[config.mk]
export PLATFORM = sky130hd
export DESIGN_NAME = sphf_cfg
export DESIGN_NICKNAME = d
export VERILOG_FILES = /design/src/sphf_pkg.sv /design/src/sphf_cfg.sv
export SDC_FILE = /design/constraint.sdc
export NUM_CORES = 1
export LEC_CHECK = 0
export ABC_CLOCK_PERIOD_IN_PS = 1100
export BUFFER_PORTS_ARGS = -buffer_cell sky130_fd_sc_hd__buf_2
export CAP_MARGIN = 25
export CORE_ASPECT_RATIO = 1.25
export CORE_UTILIZATION = 24
export CTS_BUF_LIST = sky130_fd_sc_hd__clkbuf_4 sky130_fd_sc_hd__clkbuf_8
export CTS_CLUSTER_DIAMETER = 60
export CTS_CLUSTER_SIZE = 16
export DETAILED_ROUTE_END_ITERATION = 7
export GPL_ROUTABILITY_DRIVEN = 0
export HOLD_SLACK_MARGIN = 0.1
export MAX_ROUTING_LAYER = met4
export SYNTH_ARGS = -nofsm -noshare
export SYNTH_HDL_FRONTEND = slang
export SYNTH_SLANG_ARGS = --single-unit
export TNS_END_PERCENT = 10
[constraint.sdc]
create_clock -name clk -period 1.1 [get_ports clk]
set_input_delay 0.11 -clock clk [delete_from_list [all_inputs] [get_ports clk]]
set_output_delay 0.11 -clock clk [all_outputs]
set_load 0.01 [all_outputs]
[src/sphf_pkg.sv]
// Shared types, constants and register codes of the spectrum peak-hold meter.
// Used by every module of the block but sphf_ram; depends on nothing.
package sphf_pkg;

  localparam int LEVEL_W  = 16;
  localparam int BIN_W    = 9;
  localparam int TIME_W   = 16;
  localparam int BINS_DEF = 512;
  localparam int PADDR_W  = 4;
  localparam int PDATA_W  = 32;

  localparam logic signed [LEVEL_W-1:0] FLOOR_RST = 16'shA000;
  localparam logic [TIME_W-1:0]         HOLD_RST  = 16'd500;
  localparam logic [TIME_W-1:0]         FALL_RST  = 16'd5;

  localparam logic [1:0] REG_FLOOR = 2'd0;
  localparam logic [1:0] REG_HOLD  = 2'd1;
  localparam logic [1:0] REG_FALL  = 2'd2;

  localparam logic FUNC_UPDATE = 1'b0;
  localparam logic FUNC_CLEAR  = 1'b1;

  typedef struct packed {
    logic                      func;
    logic [BIN_W-1:0]          bin;
    logic signed [LEVEL_W-1:0] in_level;
    logic                      in_valid;
    logic signed [LEVEL_W-1:0] out_level;
    logic                      out_valid;
    logic [TIME_W-1:0]         elapsed_ms;
  } in_item_t;

  typedef struct packed {
    logic [BIN_W-1:0]          bin_out;
    logic signed [LEVEL_W-1:0] in_curve;
    logic signed [LEVEL_W-1:0] out_curve;
    logic signed [LEVEL_W-1:0] peak_max;
  } out_item_t;

  typedef struct packed {
    logic signed [LEVEL_W-1:0] floor_level;
    logic [TIME_W-1:0]         hold_time_ms;
    logic [TIME_W-1:0]         fall_rate;
  } sphf_cfg_t;

  typedef struct packed {
    logic re;
    logic upd;
    logic clr;
  } sphf_lane_ctl_t;

endpackage

[src/sphf_cfg.sv]
// APB-style configuration registers: floor level, hold time and fall rate.
// Depends on sphf_pkg.
module sphf_cfg (
  input  logic                        clk,
  input  logic                        rst_n,
  input  logic                        psel,
  input  logic                        penable,
  input  logic                        pwrite,
  input  logic [sphf_pkg::PADDR_W-1:0] paddr,
  input  logic [sphf_pkg::PDATA_W-1:0] pwdata,
  output logic [sphf_pkg::PDATA_W-1:0] prdata,
  output logic                        pready,
  output sphf_pkg::sphf_cfg_t         cfg
);
  import sphf_pkg::*;

  sphf_cfg_t  cfg_r;
  sphf_cfg_t  cfg_nxt;
  logic       wr_en;
  logic [1:0] reg_idx;

  assign pready  = 1'b1;
  assign wr_en   = psel && penable && pwrite && pready;
  assign reg_idx = paddr[3:2];

  always_comb begin
    cfg_nxt = cfg_r;
    if (wr_en) begin
      case (reg_idx)
        REG_FLOOR: cfg_nxt.floor_level  = pwdata[LEVEL_W-1:0];
        REG_HOLD:  cfg_nxt.hold_time_ms = pwdata[TIME_W-1:0];
        REG_FALL:  cfg_nxt.fall_rate    = pwdata[TIME_W-1:0];
        default:   cfg_nxt = cfg_r;
      endcase
    end
  end

  always_ff @(posedge clk) begin
    if (!rst_n) begin
      cfg_r.floor_level  <= FLOOR_RST;
      cfg_r.hold_time_ms <= HOLD_RST;
      cfg_r.fall_rate    <= FALL_RST;
    end else begin
      cfg_r <= cfg_nxt;
    end
  end

  always_comb begin
    case (reg_idx)
      REG_FLOOR: prdata = {16'h0000, cfg_r.floor_level};
      REG_HOLD:  prdata = {16'h0000, cfg_r.hold_time_ms};
      REG_FALL:  prdata = {16'h0000, cfg_r.fall_rate};
      default:   prdata = '0;
    endcase
  end

  assign cfg = cfg_r;

endmodule

; Word-level counts from Yosys, hierarchy flattened
; Cells that the tools add are included.
[totals]
input_bits = 41
ff_bits = 48
[classes]
n_reduce_logical = 6
n_eq_ne = 2
muxes = 1
[ops]
columns = cell, count
row1 = 16-bit one-hot mux with 3 select lines, 1
row2 = 2-bit AND reduction, 3
row3 = 2-bit by 1-bit == test with 1-bit output (second input constant), 1
row4 = 2-bit == test (second input constant), 1
row5 = 1-bit logical AND, 2
row6 = 2-bit logical NOT, 1

; Depth between registers and ports, before layout
[depth]
ltp_word = 3
mapped_depth = 6
mapped_depth_nobuf = 3

; Least setup slack after synthesis
; No wires, ideal clock.
[synth_path]
kind = input to register
startpoint = in paddr[3] in the netlist's numbering
endpoint = reg cfg_r (netlist bit cfg[35])
path_stages = 4
setup_slack_ns = -0.006
t_arrival_ns = 1.035
setup_time_ns = 0.072
cell_sequence = buf_2 -> nor3_4 -> buf_6 -> mux2i_1
[synth_between]
elab_chain_cells = 2
[synth_rtl]
columns = element, line_no
row1 = start: declaration, sphf_cfg.sv:9  ; input logic [sphf_pkg::PADDR_W-1:0] paddr,
row2 = 2-bit logical NOT, sphf_cfg.sv:29  ; case (reg_idx)
row3 = 2-bit AND reduction (no line), --
row4 = end signal: assignment, sphf_cfg.sv:44  ; cfg_r <= cfg_nxt;
row5 = end: declaration, sphf_cfg.sv:17  ; sphf_cfg_t cfg_r;
; Every way passes these cells.
; A chain may end at the register's enable or synchronous reset.

; Worst setup path in the final report
[layout_path]
startpoint = reg cfg_r (netlist bit cfg[32])
endpoint = out prdata[0] in the netlist's numbering
[layout_between]
elab_chain_cells = 1
[layout_rtl]
columns = element, line_no
row1 = 16-bit one-hot mux with 3 select lines, sphf_cfg.sv:49  ; case (reg_idx)
row2 = end: declaration, sphf_cfg.sv:11  ; output logic [sphf_pkg::PDATA_W-1:0] prdata,
; Every way passes these cells.

==> flow_summary_export.csv <==
group,metric,value,unit
grt,busiest_layer,"met2",
detailed_routing,drcViolationCount,0,
pwr,p_leak,0.00155,uW
worst_setup_path,ff2ff_setup_slack,370,ps
grt,antenna_found_initial,0,
die,die_w,91.0,um
logic_synthesis,yosysMostFrequentCell,"nand2_1",
pwr,internal_power,2680,uW
placed_design,portBuffers,86,
timing,period_minus_slack,1110,ps
layout,nets,415,
die,die_area,0.0103,mm^2
timing,setup_viol,2,
die,chipHeight,113,um
clocking,tritoncts,"built",
logic_synthesis,yosys.area.top_type,"dfxtp_1",
status,status,"complete, but fails checks",
logic_synthesis,ys_types,22,
logic_synthesis,ys_seq_elements,48,
timing,fmax,900,MHz
detailed_routing,routed_wl,6.31,mm
placed_design,placed_area,0.00300,mm^2
logic_synthesis,synthTopCellsByArea,"dfxtp_1, mux2i_1, nand2_1, buf_4, nor2b_1",
grt,grt_use_met2,0.207,
flow_run,drv_cap,0,
die,fp.coreArea,0.00961,mm^2
grt,grt_pass1_wl,9.73,mm
clocking,cts-buffers-inserted,5,
timing,setup_ws,-10.5,ps
detailed_routing,drt_first_pass_iters,4,
placed_design,dp_hpwl,4.66,mm
logic_synthesis,yosys_warnings,0,
worst_setup_path,path_class,"register to output pin",
logic_synthesis,synthTopCellsByCount,"nand2_1, mux2i_1, dfxtp_1",
grt,overflow,0,
logic_synthesis,synth.avg_cell_area,9.03,um^2
pwr,netSwitchingPower,876,uW
pwr,power_frac_clock,0.368,
worst_setup_path,crit_fanout,2,
clocking,cts.path.max_buffers,2,
layout,fillers,1019,
logic_synthesis,synth-edff-count,0,
clocking,clock_latency,300,ps
worst_setup_path,cp.arrival,1000,ps
grt,grt_pass1_vias,1869,
grt,met3_usage,0.0349,
detailed_routing,ant_nets,0,
status,failed_checks,"setup timing",
pwr,power.total,3560,uW
pwr,swShare,0.246,
detailed_routing,drtIter0Drc,37,
clocking,clock_sinks,48,
logic_synthesis,ys_seq_area_frac,0.404,
clocking,ctsRootBufferMaster,"clkbuf_8",
timing,finalCritPeriodShare,1.01,
layout,area.growth.synth_to_final,40.0,%
layout,layout-drive-gt1-share,0.416,
pwr,comb_power_share,0.133,
worst_setup_path,critPathCaptureType,"output pin",
clocking,cts.clk_slew.worst_paths,80,ps
logic_synthesis,async_flop_share,0,
pwr,seq_power_share,0.500,
timing,slew_violations,0,
timing,tns,-14.1,ps
logic_synthesis,synth.cell_area,0.00238,mm^2
worst_setup_path,cp_data_required_time,990,ps
timing,finalHoldViolations,0,
timing,rsz0062_at_grt,"yes",
grt,met1_usage,0.153,
hold_path,hold_class,"input pin to register",
logic_synthesis,synth.top_cell.area_share,0.404,
detailed_routing,vias_per_cell,4.20,
detailed_routing,vias,2103,
pwr,p_per_area,1070,mW/mm^2
die,io_pins,122,
clocking,htreeDepth,2,
die,num_rows,40,
grt,grt_usage,0.127,
layout,largest_reg_flops,48,
logic_synthesis,synth_cells,263,
timing,skew,0,ps
worst_setup_path,start_kind,"register",
grt,grt_max_degree,45,
layout,final_cells,501,
layout,n_antenna_cell,0,
pwr,peakVddDrop,0.592,mV
detailed_routing,wl_per_cell,12.6,um
die,start_util,0.247,
placed_design,placed_cells_incl_taps,475,
layout,final_cell_area,0.00333,mm^2
logic_synthesis,ys.flop_type,"dfxtp_1",
-- metal layers --
layer,share of wire,wire (um)
met1,0.47,2940
met2,0.47,2950
met3,0.057,359
met4,0.0093,59
met5,0,0
-- critical path, stage by stage, from the launching register on --
cell,delay [ps]
dfxtp_2,330
mux2i_2,160
o21ai_1,70
buf_2,140
-- power by group through the flow --
| stage | sequential [uW] | combinational, uW | clock, uW |
|---|---|---|---|
| after floorplan | 1830 | 277 | 0 |
| after global placement | 1820 | 425 | 0 |
| after detailed placement | 1820 | 429 | 0 |
| after CTS | 1780 | 477 | 1350 |
| after global routing | 1780 | 514 | 1420 |
| final | 1780 | 473 | 1310 |
-- placed cells by master (no fill, tap or decap), drive strengths merged --
cell,Yosys,final
and2b,1,1
buf,25,111
bufinv,0,1
clkbuf,11,6
clkinv,0,1
conb,2,17
dfxtp,48,48
dlygate4sd3,0,14
inv,2,2
mux2i,62,62
nand2,70,70
nand2b,1,1
nand3,1,1
nor2,1,1
nor2b,16,16
nor3,1,1
nor3b,1,1
o211ai,2,2
o21ai,18,18
or2,1,1
-- final cells by class --
class,instances,area [um^2],area share
multi-input combinational,192,1230,0.369
sequential,48,1000,0.301
timing repair buffer,125,823,0.247
tap,126,158,0.0474
clock buffer,6,76.3,0.0229
clock inverter,2,35.0,0.0105
inverter,2,7.51,0.00226
-- cell families after synthesis --
family,count (synthesis),synth area share
mux,62,0.261
other cells,2,0.00316
buf+inv,38,0.107
compound gates,20,0.0463
flops,48,0.404
simple gates,93,0.178
-- worst paths after layout --
kind,startpoint,endpoint,cells past startpoint
worst max-delay path,cfg[32],prdata[0],3
worst min-delay path,pwdata[14],cfg[14],3
worst max register to register,cfg[45],cfg[45],3
worst min register to register,cfg[35],cfg[35],2
-- what timing repair did --
action	CTS	global route
buffers inserted	3	1
hold buffers	14	0
pin swaps	1	1
hold endpoints to repair	39	0
resized for setup	47	2
endpoints found under the setup margin	16	16
-- per-stage QoR --
| stage | utilization | setup WS, ps | hold slack [ps] |
|---|---|---|---|
| floorplan | - | 5.77 | 252 |
| global placement | 0.312 | -146 | 381 |
| detailed placement | 0.312 | -193 | 392 |
| CTS | 0.345 | -48.1 | 101 |
| global route | 0.346 | -97.6 | 105 |
| finish | 0.346 | -10.5 | 102 |
(Power assumes the default switching activity.)
